$ cat config.mk
export PLATFORM = sky130hd
export DESIGN_NAME = morse_pulse_decoder
export DESIGN_NICKNAME = d
export VERILOG_FILES = /design/src/hw/rtl/mpd_pkg.sv /design/src/hw/rtl/morse_pulse_decoder.sv /design/src/hw/rtl/mpd_symbol_unit.sv
export SDC_FILE = /design/constraint.sdc
export NUM_CORES = 1
export LEC_CHECK = 0
export BUFFER_PORTS_ARGS = -buffer_cell sky130_fd_sc_hd__buf_2
export CAP_MARGIN = 20
export CORE_MARGIN = 3
export CORE_UTILIZATION = 37
export DETAILED_ROUTE_END_ITERATION = 6
export PLACE_DENSITY = 0.56
export SLEW_MARGIN = 20
export SYNTH_ARGS = -nofsm -noshare
export SYNTH_HDL_FRONTEND = slang
export SYNTH_SLANG_ARGS = --single-unit
$ cat constraint.sdc
create_clock -name clk -period 4.8 [get_ports clk]
set_clock_uncertainty 0.2 [all_clocks]
set_input_delay 0.48 -clock clk [delete_from_list [all_inputs] [get_ports clk]]
set_output_delay 0.48 -clock clk [all_outputs]
set_load 0.02 [all_outputs]
$ cat src/hw/rtl/mpd_pkg.sv
package mpd_pkg;

	// Register field widths
	localparam int TICK_W = 16;
	localparam int CFG_IDX_W = 2;
	localparam int CHAR_W = 7;

	// Longest code held in the character table
	localparam int TABLE_SYMBOLS = 5;
	localparam int MAX_SYMBOLS_DEF = 5;

	// Reset values of the threshold registers
	localparam logic [TICK_W-1:0] DOT_FLOOR_RST = 16'd468;
	localparam logic [TICK_W-1:0] DOT_DASH_SPLIT_RST = 16'd3125;
	localparam logic [TICK_W-1:0] DASH_CEILING_RST = 16'd6250;
	localparam logic [TICK_W-1:0] LETTER_GAP_RST = 16'd15625;
	localparam logic [TICK_W-1:0] TICK_MAX = {TICK_W{1'b1}};

	typedef enum logic [CFG_IDX_W-1:0] {
		CFG_DOT_FLOOR = 2'd0,
		CFG_DOT_DASH_SPLIT = 2'd1,
		CFG_DASH_CEILING = 2'd2,
		CFG_LETTER_GAP = 2'd3
	} cfg_idx_t;

	typedef enum logic [1:0] {
		KIND_DOT = 2'd0,
		KIND_DASH = 2'd1,
		KIND_CHAR = 2'd2,
		KIND_ERROR = 2'd3
	} event_kind_t;

	// Threshold registers as seen by the symbol unit
	typedef struct packed {
		logic [TICK_W-1:0] dot_floor;
		logic [TICK_W-1:0] dot_dash_split;
		logic [TICK_W-1:0] dash_ceiling;
		logic [TICK_W-1:0] letter_gap;
	} thresh_t;

	// One result from the symbol unit
	typedef struct packed {
		logic valid;
		event_kind_t kind;
		logic [CHAR_W-1:0] code;
	} event_t;

	// Code lookup: bit i is symbol i (1 dash), first symbol in bit 0.
	// Returns 0 when there is no match.
	function automatic logic [CHAR_W-1:0] morse_lookup(input logic [2:0] len,
			input logic [TABLE_SYMBOLS-1:0] bits);
		logic [CHAR_W-1:0] ch;
		ch = '0;
		case ({len, bits})
			{3'd1, 5'b00000}: ch = 7'h45; // E
			{3'd1, 5'b00001}: ch = 7'h54; // T
			{3'd2, 5'b00010}: ch = 7'h41; // A
			{3'd2, 5'b00000}: ch = 7'h49; // I
			{3'd2, 5'b00011}: ch = 7'h4D; // M
			{3'd2, 5'b00001}: ch = 7'h4E; // N
			{3'd3, 5'b00001}: ch = 7'h44; // D
			{3'd3, 5'b00011}: ch = 7'h47; // G
			{3'd3, 5'b00101}: ch = 7'h4B; // K
			{3'd3, 5'b00111}: ch = 7'h4F; // O
			{3'd3, 5'b00010}: ch = 7'h52; // R
			{3'd3, 5'b00000}: ch = 7'h53; // S
			{3'd3, 5'b00100}: ch = 7'h55; // U
			{3'd3, 5'b00110}: ch = 7'h57; // W
			{3'd4, 5'b00001}: ch = 7'h42; // B
			{3'd4, 5'b00101}: ch = 7'h43; // C
			{3'd4, 5'b00100}: ch = 7'h46; // F
			{3'd4, 5'b00000}: ch = 7'h48; // H
			{3'd4, 5'b01110}: ch = 7'h4A; // J
			{3'd4, 5'b00010}: ch = 7'h4C; // L
			{3'd4, 5'b00110}: ch = 7'h50; // P
			{3'd4, 5'b01011}: ch = 7'h51; // Q
			{3'd4, 5'b01000}: ch = 7'h56; // V
			{3'd4, 5'b01001}: ch = 7'h58; // X
			{3'd4, 5'b01101}: ch = 7'h59; // Y
			{3'd4, 5'b00011}: ch = 7'h5A; // Z
			{3'd5, 5'b11110}: ch = 7'h31; // 1
			{3'd5, 5'b11100}: ch = 7'h32; // 2
			{3'd5, 5'b11000}: ch = 7'h33; // 3
			{3'd5, 5'b10000}: ch = 7'h34; // 4
			{3'd5, 5'b00000}: ch = 7'h35; // 5
			{3'd5, 5'b00001}: ch = 7'h36; // 6
			{3'd5, 5'b00011}: ch = 7'h37; // 7
			{3'd5, 5'b00111}: ch = 7'h38; // 8
			{3'd5, 5'b01111}: ch = 7'h39; // 9
			{3'd5, 5'b11111}: ch = 7'h30; // 0
			default: ch = '0;
		endcase
		return ch;
	endfunction

endpackage

$ cat src/hw/rtl/morse_pulse_decoder.sv
// Channel   Direction  Handshake                  Payload
// line      in         line_valid / line_stall    line_level
// event     out        event_valid / event_stall  event_kind, char_code
// cfg       in         cfg_we                     cfg_index, cfg_wdata
//
// One sample is taken per cycle while line_stall is low. A sample is held
// in the input register, is processed against the pulse counters and the
// code table, and any result is registered in the result register.
// arst_n clears the counters, the code and the valid flags and loads the
// threshold registers with their defaults. A stalled result holds the sample
// behind it; the input register still fills, so line_stall rises only when
// both are occupied.
module morse_pulse_decoder #(
	parameter int MAX_SYMBOLS = mpd_pkg::MAX_SYMBOLS_DEF
) (
	input  logic                            clk,
	input  logic                            arst_n,
	input  logic                            line_valid,
	output logic                            line_stall,
	input  logic                            line_level,
	output logic                            event_valid,
	input  logic                            event_stall,
	output logic [1:0]                      event_kind,
	output logic [mpd_pkg::CHAR_W-1:0]      char_code,
	input  logic                            cfg_we,
	input  logic [mpd_pkg::CFG_IDX_W-1:0]   cfg_index,
	input  logic [mpd_pkg::TICK_W-1:0]      cfg_wdata
);
	import mpd_pkg::*;

	thresh_t           thr_q;
	logic              valid_s1;
	logic              level_s1;
	logic              advance;
	logic              go;
	event_t            evt;
	logic              event_valid_q;
	event_kind_t       event_kind_q;
	logic [CHAR_W-1:0] char_code_q;

	// Pipeline flow: the held sample moves on unless a result is stuck
	assign advance = !(event_valid_q && event_stall);
	assign go = valid_s1 && advance;
	assign line_stall = valid_s1 && !advance;

	// Threshold registers
	always_ff @(posedge clk or negedge arst_n) begin
		if (!arst_n) begin
			thr_q.dot_floor <= DOT_FLOOR_RST;
			thr_q.dot_dash_split <= DOT_DASH_SPLIT_RST;
			thr_q.dash_ceiling <= DASH_CEILING_RST;
			thr_q.letter_gap <= LETTER_GAP_RST;
		end else if (cfg_we) begin
			case (cfg_idx_t'(cfg_index))
				CFG_DOT_FLOOR: thr_q.dot_floor <= cfg_wdata;
				CFG_DOT_DASH_SPLIT: thr_q.dot_dash_split <= cfg_wdata;
				CFG_DASH_CEILING: thr_q.dash_ceiling <= cfg_wdata;
				CFG_LETTER_GAP: thr_q.letter_gap <= cfg_wdata;
				default: ;
			endcase
		end
	end

	// Valid flags of the input and result registers
	always_ff @(posedge clk or negedge arst_n) begin
		if (!arst_n) begin
			valid_s1 <= 1'b0;
			event_valid_q <= 1'b0;
		end else begin
			if (!line_stall)
				valid_s1 <= line_valid;
			if (advance)
				event_valid_q <= go && evt.valid;
		end
	end

	// Payload registers
	always_ff @(posedge clk) begin
		if (!line_stall && line_valid)
			level_s1 <= line_level;
		if (go && evt.valid) begin
			event_kind_q <= evt.kind;
			char_code_q <= evt.code;
		end
	end

	mpd_symbol_unit #(
		.MAX_SYMBOLS(MAX_SYMBOLS)
	) u_symbol_unit (
		.clk(clk),
		.arst_n(arst_n),
		.go(go),
		.level(level_s1),
		.thr(thr_q),
		.evt(evt)
	);

	assign event_valid = event_valid_q;
	assign event_kind = event_kind_q;
	assign char_code = char_code_q;

endmodule

$ cat src/hw/rtl/mpd_symbol_unit.sv
module mpd_symbol_unit #(
	parameter int MAX_SYMBOLS = mpd_pkg::MAX_SYMBOLS_DEF
) (
	input  logic            clk,
	input  logic            arst_n,
	input  logic            go,
	input  logic            level,
	input  mpd_pkg::thresh_t thr,
	output mpd_pkg::event_t  evt
);
	import mpd_pkg::*;

	localparam int CNT_W = $clog2(MAX_SYMBOLS + 1);

	logic              prev_level_q;
	logic [TICK_W-1:0] high_count_q;
	logic [TICK_W-1:0] low_count_q;
	logic [MAX_SYMBOLS-1:0] symbol_bits_q;
	logic [CNT_W-1:0]  symbol_count_q;
	logic              code_overflow_q;
	logic              decode_pending_q;

	logic              rise, fall, held_high, held_low;
	logic [TICK_W-1:0] low_inc;
	logic              pulse_ok, sym, code_full, decode;
	logic [CHAR_W-1:0] ch;
	logic              len_ok;

	// Edge detection
	assign rise = level & ~prev_level_q;
	assign fall = ~level & prev_level_q;
	assign held_high = level & prev_level_q;
	assign held_low = ~level & ~prev_level_q;

	// Pulse classification and gap test
	assign low_inc = (low_count_q != TICK_MAX) ? low_count_q + 1'b1 : low_count_q;
	assign pulse_ok = (high_count_q > thr.dot_floor) && (high_count_q <= thr.dash_ceiling);
	assign sym = high_count_q > thr.dot_dash_split;
	assign code_full = symbol_count_q >= CNT_W'(MAX_SYMBOLS);
	assign decode = held_low && decode_pending_q && (low_inc > thr.letter_gap);

	// Table lookup; codes longer than the table never match
	assign len_ok = symbol_count_q <= CNT_W'(TABLE_SYMBOLS);
	assign ch = (len_ok && !code_overflow_q) ?
		morse_lookup(3'(symbol_count_q), symbol_bits_q[TABLE_SYMBOLS-1:0]) : '0;

	// Result of this item
	always_comb begin
		evt = '{valid: 1'b0, kind: KIND_DOT, code: '0};
		if (fall && pulse_ok) begin
			evt.valid = 1'b1;
			evt.kind = sym ? KIND_DASH : KIND_DOT;
		end else if (decode) begin
			evt.valid = 1'b1;
			evt.kind = (ch != '0) ? KIND_CHAR : KIND_ERROR;
			evt.code = ch;
		end
	end

	// Counter and code state
	always_ff @(posedge clk or negedge arst_n) begin
		if (!arst_n) begin
			prev_level_q <= 1'b0;
			high_count_q <= '0;
			low_count_q <= '0;
			symbol_bits_q <= '0;
			symbol_count_q <= '0;
			code_overflow_q <= 1'b0;
			decode_pending_q <= 1'b0;
		end else if (go) begin
			prev_level_q <= level;
			if (rise) begin
				high_count_q <= TICK_W'(1);
				low_count_q <= '0;
				decode_pending_q <= 1'b0;
			end else if (held_high) begin
				if (high_count_q != TICK_MAX)
					high_count_q <= high_count_q + 1'b1;
			end else if (fall) begin
				low_count_q <= '0;
				decode_pending_q <= 1'b1;
				if (pulse_ok) begin
					if (!code_full) begin
						symbol_bits_q <= symbol_bits_q |
							(MAX_SYMBOLS'(sym) << symbol_count_q);
						symbol_count_q <= symbol_count_q + 1'b1;
					end else begin
						code_overflow_q <= 1'b1;
					end
				end
			end else begin
				low_count_q <= low_inc;
				if (decode) begin
					symbol_bits_q <= '0;
					symbol_count_q <= '0;
					code_overflow_q <= 1'b0;
					decode_pending_q <= 1'b0;
				end
			end
		end
	end

endmodule
==> results of run 1 <==
cell type report:
type,count,area [sq um],area share (%)
Clock buffer,24,492,5.83
Timing Repair Buffer,39,210,2.49
Sequential cell,119,3060,36.2
Clock inverter,8,96.3,1.14
Multi-Input combinational cell,569,3980,47.2
Inverter,72,270,3.20
Tap cell,265,332,3.93
kinds of logic (layout without fill, tap and decap cells):
kind of cell,count (synthesis),after routing,synth area share (%)
buf+inv,103,143,5.61
simple gates,257,257,16.9
compound gates,170,170,14.7
xor+xnor,24,24,2.82
mux,50,50,7.56
fa+ha+maj,68,68,11.4
flops,119,119,41.0
sequential cells by signal, indices dropped and copies added, names as in the netlist:
signal	count
u_symbol_unit.symbol_count_q	3
valid_s1	1
u_symbol_unit.prev_level_q	1
u_symbol_unit.high_count_q	16
level_s1	1
u_symbol_unit.code_overflow_q	1
event_valid	1
u_symbol_unit.symbol_bits_q	5
u_symbol_unit.decode_pending_q	1
event_kind	2
thr_q	64
char_code	7
u_symbol_unit.low_count_q	16
synthesized netlist by cell type, types with 4 or more instances:
library cell / n / area [sq um]
nand2_1: 93 / 349
dfrtp_1: 85 / 2130
inv_1: 71 / 267
ha_1: 68 / 851
mux2_2: 50 / 563
a21oi_1: 47 / 235
nor2_1: 45 / 169
o21ai_0: 45 / 225
nand3_1: 32 / 160
dfstp_2: 24 / 631
clkbuf_1: 23 / 86.3
nand4_1: 20 / 125
a31oi_1: 15 / 93.8
nor3_1: 13 / 65.1
xnor2_1: 12 / 105
xor2_1: 12 / 105
edfxtp_1: 10 / 300
nor2b_1: 9 / 56.3
or3_1: 8 / 50.1
a21o_1: 7 / 52.6
o31ai_1: 7 / 52.6
o211ai_1: 6 / 45.0
a211oi_1: 5 / 37.5
and4_1: 5 / 43.8
nand2b_1: 5 / 31.3
nor4_1: 5 / 31.3
o22ai_1: 5 / 31.3
a2111oi_0: 4 / 35.0
and3_1: 4 / 25.0
buf_1: 4 / 15.0
nand3b_1: 4 / 30.0
o21ai_1: 4 / 20.0
report_power, final:
group / internal [W] / switching (W)
registers: 0.00116 / 0.0000851
logic: 0.000208 / 0.000257
clock network: 0.000816 / 0.000451
routing by layer:
metal	up-vias	GRT usage, %	part of all wire, %
met5	-	0	0
met4	0	4.53	1.8
met3	21	3.89	3.9
met2	108	25.8	44
met1	2718	24.3	50
li1	2894	-	-
stage by stage:
| stage | setup WS (ps) | std cells | utilization (%) |
|---|---|---|---|
| 2_1_floorplan | 607 | 791 | - |
| 3_3_place_gp | 471 | 1064 | 40.1 |
| 3_5_place_dp | 364 | 1064 | 40.1 |
| 4_1_cts | 336 | 1096 | 43.1 |
| 5_1_grt | 80.6 | 1096 | 43.1 |
| 6_report | 351 | 1096 | 43.1 |
path summary, 6_finish.rpt:
| check | slack (ps) | to | from |
|---|---|---|---|
| max | 350 | u_symbol_unit.symbol_bits_q[4] | u_symbol_unit.low_count_q[2] |
| min | 0.3 | thr_q[20] | arst_n |
| max reg2reg | 350 | u_symbol_unit.symbol_bits_q[4] | u_symbol_unit.low_count_q[2] |
| min reg2reg | 300 | thr_q[40] | thr_q[40] |
| max in group asynchronous | 3330 | thr_q[0] | arst_n |
| min in group clk | 40 | level_s1 | line_level |
layout by cell type, fill, tap and decap left out, types with 13 or more instances in the layout:
master	instances
a21oi_1	47
a31oi_1	15
buf_2	33
clkbuf_16	17
dfrtp_1	85
dfstp_2	24
ha_1	68
inv_1	71
mux2_2	50
nand2_1	93
nand3_1	32
nand4_1	20
nor2_1	45
nor3_1	13
o21ai_0	45
==> metrics.txt, run 1 <==
pwr dens 353 nW/um^2; slowest stage delay, CP 550 ps; RSZ-0062 raised after global routing false; postcts setup bufs 0; CP Launch Type register; crit path DAT 4570 ps; synth unique cells 63; chip width 148 um; Worst Hold Class primary input to async pin; Buf/Inv on CP 0; Total Wirelength 17.4 mm; Die Ht 148 um; CTS Sinks 119; H-tree depth 4; Starting DRT DRC Count 379; total grt overflow 0; final setup TNS 0 ps; full die area 21900 sq um; post_cts resized 0; CTS tree done; # fillers 1933; endpoints failing hold 0; number of max-cap violations 0; via count 5741; initial antenna violation count 0; DR pass1 iterations 5; CTS Buffer Depth 2; worst skew pair latency 410 ps; sequential area share after synthesis 41.0%; Syn Nets 883; Syn Inst Count 791; Power, Total 0.00298 W; gp weighted congestion 0.797; layout cells sized above 1 18.9%; CP delay by family, top simple AND/OR/NAND/NOR gates; Final period util 92.7%; Core ar. 19600 sq um; wire length per cell 15.8 um; vias per cell 5.24; Reg clk slew, reported paths 60 ps; FF-to-FF path depth 16; area of the mapped netlist 7450 sq um; port buffer count 34; CP required 4920 ps; placed cell areas 7850 sq um; FF+latch count, synth 119; YS warnings 0; number of flops mapped to enable cells by yosys 10; maximum clock frequency 225 MHz; largest net degree at the start of global routing 73; largest fanout on the critical path 8; number of top-level pins 35; Routed Antenna Nets 0; Top FF cell, synth dfrtp_1; P&R area growth vs syn 13.3%; Rel. slew slack 32.3%; # diodes 0; placed wire-length estimate 12.4 mm; Clk Tree Root Cell clkbuf_16; Final Cell Area 8440 sq um; CTS Hold Bufs 0; slowest stage cell, crit path or4_4; clock period minus worst slack 4450 ps; GRT Total Usage 16.9%; WS Path Type register to register; vias in the first global route 5764; VDD IR-drop max 0.261 mV; worst-margin pin slew 1010 ps; crit-path cells and4_4 -> nand4_1 -> or4_4 -> and3_2 -> and2_4 -> nand3_1 -> xnor2_1 -> ha_1 -> a21o_1 -> a21oi_1 -> o21ai_1 -> o41ai_4 -> nand2b_1 -> and3_1 -> o211ai_1 -> o31ai_1; Synth Area per Inst 9.42 sq um; Static Leak 3.91 nW; Total Nets Final 910; Rows 51; WP depth 16; crit path capture type register; Initial Utilization 38.0%; Final setup viols 0; Inserted Clock Buffers 17; first-pass GRT wire length 29.7 mm; Max Slew Vio Count 0; DRC viols 0; ys async rst share 91.6%; Hold WS 0.295 ps; status complete, no violations
Note: power is estimated with default switching activity, not from simulation.
==> run 2, diff against run 1 <==
RECOVER_POWER = 50   (was default)
==> run 2 against run 1 <==
Against the previous run:
- the run now ends with capacitance limit, slew limit left
- total power about the same
- core utilization down 0.14 points
- maximum frequency hardly changed
- clock-buffer cell count unchanged
- design area shrank 0.33%
- sequential share of layout area up 0.12 points
- combinational power hardly changed
- sequential power about the same
- global-route usage stayed put
- non-clock buffer count stayed put
- clock power barely moved
- setup slack got worse by 2.5 ps
- critical path type unchanged
- largest cell class unchanged
==> metrics.txt, run 2 (synthesis gave the netlist of run 1 again) <==
status finished, violations left; failing checks capacitance limit, slew limit; Worst Hold Class primary input to register; Static Leak 3.86 nW (-1.3%); vias in the first global route 5764 (unchanged); RSZ-0062 raised after global routing false; CP delay by family, top simple AND/OR/NAND/NOR gates; initial antenna violation count 0 (unchanged); Total Nets Final 910 (unchanged); worst-margin pin slew 2080 ps (+1070 ps); Hold WS 35.0 ps (+34.7 ps); Reg clk slew, reported paths 60 ps (about the same); placed wire-length estimate 12.4 mm (unchanged); final core occ 42.9% (-0.14 points); wire length per cell 15.9 um (+0.11%); crit path DAT 4570 ps (about the same); H-tree depth 4 (unchanged); WS Path Type register to register; final setup TNS 0 ps (unchanged); Largest regs thr_q x64, u_symbol_unit.high_count_q x16, u_symbol_unit.low_count_q x16; total grt overflow 0 (unchanged); vias per cell 5.21 (-0.45%); dpl cells 1064 (unchanged); commonest non-fill, non-tap cells in the layout nand2_1, dfrtp_1, inv_1, ha_1, mux2_2; Final setup viols 0 (unchanged); P&R area growth vs syn 12.9%; Rel. slew slack -38.6% (-71 points); CTS Sinks 119 (unchanged); Reg with most FFs thr_q; max FFs per register 64 (unchanged); worst skew pair latency 420 ps (about the same); CP required 4920 ps (about the same); via count 5715 (-0.45%); layout cells sized above 1 17.3% (-1.6 points); VDD IR-drop max 0.261 mV (about the same); slowest stage cell, crit path or4_4; Clk Tree Root Cell clkbuf_16; crit path capture type register; largest fanout on the critical path 8 (unchanged); # diodes 0 (unchanged); gp weighted congestion 0.797 (unchanged); crit-path cells and4_4 -> nand4_1 -> or4_4 -> and3_2 -> and2_4 -> nand3_1 -> xnor2_1 -> ha_1 -> a21o_1 -> a21oi_1 -> o21ai_1 -> o41ai_4 -> nand2b_1 -> and3_1 -> o211ai_1 -> o31ai_1; CP Launch Type register; GRT Total Usage 16.9% (unchanged); chip width 148 um (unchanged); Final period util 92.7% (about the same); Buf/Inv on CP 0 (unchanged); endpoints failing hold 0 (unchanged); first-pass GRT wire length 29.7 mm (unchanged); postcts setup bufs 0 (unchanged); maximum clock frequency 225 MHz (about the same); post_cts resized 0 (unchanged); number of top-level pins 35 (unchanged); port buffer count 34 (unchanged); CTS tree done; Initial Utilization 38.0% (unchanged); Total Wirelength 17.4 mm (+0.11%); full die area 21900 sq um (unchanged); Max Slew Vio Count 112 (+112); Core ar. 19600 sq um (unchanged); post-route insts no fill 1096 (unchanged); CTS Buffer Depth 2 (unchanged); # fillers 1944 (+0.57%); pwr dens 354 nW/um^2 (+0.34%); Die Ht 148 um (unchanged); DR pass1 iterations 5 (unchanged); most common cell after layout, fill and taps aside nand2_1; clock period minus worst slack 4450 ps (+2.45 ps); Inserted Clock Buffers 17 (unchanged); slowest stage delay, CP 550 ps (about the same); Starting DRT DRC Count 409 (+7.9%); number of max-cap violations 2 (+2); Rows 51 (unchanged); CTS Hold Bufs 0 (unchanged); largest net degree at the start of global routing 73 (unchanged); DRC viols 0 (unchanged); Routed Antenna Nets 0 (unchanged)
[run 2: path summary, 6_finish.rpt]
path                                               from  cells after the start  slack, ps                        endpoint
hold reg to reg                               thr_q[40]                      1        300                       thr_q[40]
hold / removal                               line_level                      1         40                        level_s1
setup reg to reg           u_symbol_unit.low_count_q[2]                     16        350  u_symbol_unit.symbol_bits_q[4]
setup / recovery           u_symbol_unit.low_count_q[2]                     16        350  u_symbol_unit.symbol_bits_q[4]
max in group asynchronous                        arst_n                      2       1320                       thr_q[49]
min in group asynchronous                        arst_n                      1        360                       thr_q[20]
[run 2: cell type report]
cell class	count	area (sq um)	area share, %
clock buffer	24	492	5.85
clock inverter	8	96.3	1.15
inverter	72	270	3.21
multi-input combinational	569	3970	47.3
sequential	119	3060	36.4
tap	265	332	3.94
timing repair buffer	39	188	2.23
[run 2: per-stage QoR]
stage          power (W)  area [sq um]  worst slack, ps
5_1_grt          0.00315          8410             77.3
2_1_floorplan    0.00158          7450              607
3_5_place_dp     0.00173          7850              364
4_1_cts          0.00302          8440              336
6_report         0.00298          8410              348
3_3_place_gp     0.00171          7850              471
[run 2: where the power goes]
group | internal, W | switching (W) | total (W)
Combinational | 0.000207 | 0.000257 | 0.000464
Sequential | 0.00116 | 0.0000851 | 0.00124
Clock | 0.000816 | 0.000453 | 0.00127
[run 2: layer usage]
layer / part of all wire (%) / GRT usage, % / vias up
met5: 0 / 0 / -
met1: 50 / 24.3 / 2699
met3: 3.8 / 3.89 / 23
met2: 44 / 25.8 / 103
met4: 1.8 / 4.53 / 0
li1: - / - / 2890
==> run 3, diff against run 2 <==
PLACE_DENSITY = default   (was 0.56)
==> run 3 against run 2 <==
Against the previous run:
- the flow still finishes with violations (capacitance limit, slew limit)
- global-route usage is essentially flat
- via count grew 2.4%
- design area grew 0.71%
- sequential share of layout area shrank 0.26 points
- worst hold slack gained 35 ps
- critical path type unchanged
- critical endpoint is now u_symbol_unit.symbol_bits_q[2]
==> metrics.txt, run 3 (synthesis gave the netlist of run 1 again) <==
status finished, violations left; failing checks capacitance limit, slew limit; postcts setup bufs 0 (unchanged); H-tree depth 4 (unchanged); worst-margin pin slew 2620 ps (+540 ps); Inserted Clock Buffers 17 (unchanged); register area 3060 sq um (unchanged); chip width 148 um (unchanged); CTS Sinks 119 (unchanged); initial antenna violation count 0 (unchanged); crit path DAT 4590 ps (+20 ps); vias per cell 5.33 (+2.2%); commonest non-fill, non-tap cells in the layout nand2_1, dfrtp_1, inv_1, ha_1, mux2_2; placed wire-length estimate 12.6 mm (+1.0%); CP Launch Type register; Multi-input gate area 3970 sq um (unchanged); Reg with most FFs thr_q; number of top-level pins 35 (unchanged); final setup TNS 0 ps (unchanged); Crit Reg-Reg Startpoint u_symbol_unit.low_count_q[2]; Starting DRT DRC Count 398 (-2.7%); total grt overflow 0 (unchanged); Total Nets Final 912 (+0.22%); Total Wirelength 17.5 mm (+0.90%); most common cell after layout, fill and taps aside nand2_1; Final setup viols 0 (unchanged); worst skew pair latency 420 ps (about the same); Initial Utilization 38.0% (unchanged); largest net degree at the start of global routing 50 (-32%); via count 5850 (+2.4%); number of max-cap violations 1 (-1); # fillers 1904 (-2.1%); DR pass1 iterations 5 (unchanged); endpoints failing hold 0 (unchanged); RSZ-0062 raised after global routing false; Die Ht 148 um (unchanged); Core ar. 19600 sq um (unchanged); maximum clock frequency 223 MHz (-0.52%); Critical Path End u_symbol_unit.symbol_bits_q[2]; Worst Hold Class primary input to register; # diodes 0 (unchanged); VDD IR-drop max 0.271 mV (+3.8%); CTS Buffer Depth 2 (unchanged); Rows 51 (unchanged); first-pass GRT wire length 29.5 mm (-0.40%); full die area 21900 sq um (unchanged); Max Slew Vio Count 50 (-55%); gp weighted congestion 0.827 (+3.7%); FF-to-FF path depth 16 (unchanged); layout cells sized above 1 17.2% (-0.16 points); CP required 4910 ps (about the same); Reg clk slew, reported paths 50 ps (about the same); Final period util 93.2% (+0.49 points); CTS tree done; Largest regs thr_q x64, u_symbol_unit.high_count_q x16, u_symbol_unit.low_count_q x16; pwr dens 361 nW/um^2 (+2.0%); P&R area growth vs syn 13.7%; clock period minus worst slack 4480 ps (+23.4 ps); max FFs per register 64 (unchanged); crit path capture type register; port buffer count 34 (unchanged); vias in the first global route 5716 (-0.83%); largest fanout on the critical path 8 (unchanged); Static Leak 3.89 nW (+0.56%); DRC viols 0 (unchanged); Reg2Reg Setup Slack 320 ps (-20 ps); R2R Path End u_symbol_unit.symbol_bits_q[2]; Rel. slew slack -74.6% (-36 points); WS Path Type register to register; Routed Antenna Nets 0 (unchanged); Crit. Startpoint u_symbol_unit.low_count_q[2]; Hold Crit Depth 2 (+1); wire length per cell 16.0 um (+0.72%); Hold WS 69.7 ps (+34.7 ps); GRT Total Usage 16.9% (-0.038 points); Clk Tree Root Cell clkbuf_16
[run 3: cell count changes in the layout (fill, tap and decap cells not counted), sizes merged]
cell and delta:
buf -2, clkbuf +5, clkinv -2, dlygate4sd3 +1
[run 3: power by group]
| group | internal (W) | switching, W | total [W] |
|---|---|---|---|
| Sequential | 0.00116 | 0.0000853 | 0.00124 |
| Combinational | 0.000207 | 0.000259 | 0.000466 |
| Clock | 0.000893 | 0.000454 | 0.00135 |
| Total | 0.00226 | 0.000798 | 0.00306 |
[run 3: area by class of cell]
type / count / share of cell area (%)
Timing Repair Buffer: 41 / 2.38
Multi-Input combinational cell: 569 / 46.9
Inverter: 72 / 3.19
Sequential cell: 119 / 36.1
Clock buffer: 26 / 6.51
Tap cell: 265 / 3.91
Clock inverter: 6 / 0.975
[run 3: stage by stage]
step	setup WS, ps	cell area, sq um	power, W	cells	util [%]
2_1_floorplan	607	7450	0.00158	791	-
3_3_place_gp	459	7860	0.00171	1065	40.1
3_5_place_dp	360	7860	0.00173	1065	40.1
4_1_cts	326	8500	0.00309	1098	43.4
5_1_grt	57.5	8470	0.00322	1098	43.2
6_report	325	8470	0.00306	1098	43.2
[run 3: what timing repair did]
action,in CTS,in global routing
hold buffers,1,0
endpoints found under the hold margin,31,0
resized for setup,0,0
[run 3: critical path: stages, from the launching register on]
cell and delay [ps]:
dfrtp_1 460, and4_4 290, nand4_1 150, or4_4 550, and3_2 270, and2_4 180, nand3_1 120, xnor2_1 150
ha_1 290, a21o_1 180, a21oi_1 130, o21ai_1 120, o41ai_4 370, nand2b_1 250, and3_1 190, o211ai_1 190
o31ai_1 280
[run 3: metal layers]
metal | vias up | share of wire [%] | track usage [%]
met2 | 125 | 45 | 25.9
met3 | 22 | 4.1 | 3.74
met4 | 0 | 1.5 | 5.64
met5 | - | 0 | 0
li1 | 2892 | - | -
met1 | 2811 | 49 | 23.8
[run 3: worst min-delay path by stage]
| stage | start | end | slack, ps |
|---|---|---|---|
| CTS | line_valid | valid_s1 | 50 |
| detailed placement | thr_q[20] | thr_q[20] | 290 |
| floorplan | arst_n | event_valid | -20 |
| global placement | thr_q[20] | thr_q[20] | 290 |
| finish | line_valid | valid_s1 | 70 |
| global route | line_valid | valid_s1 | 80 |
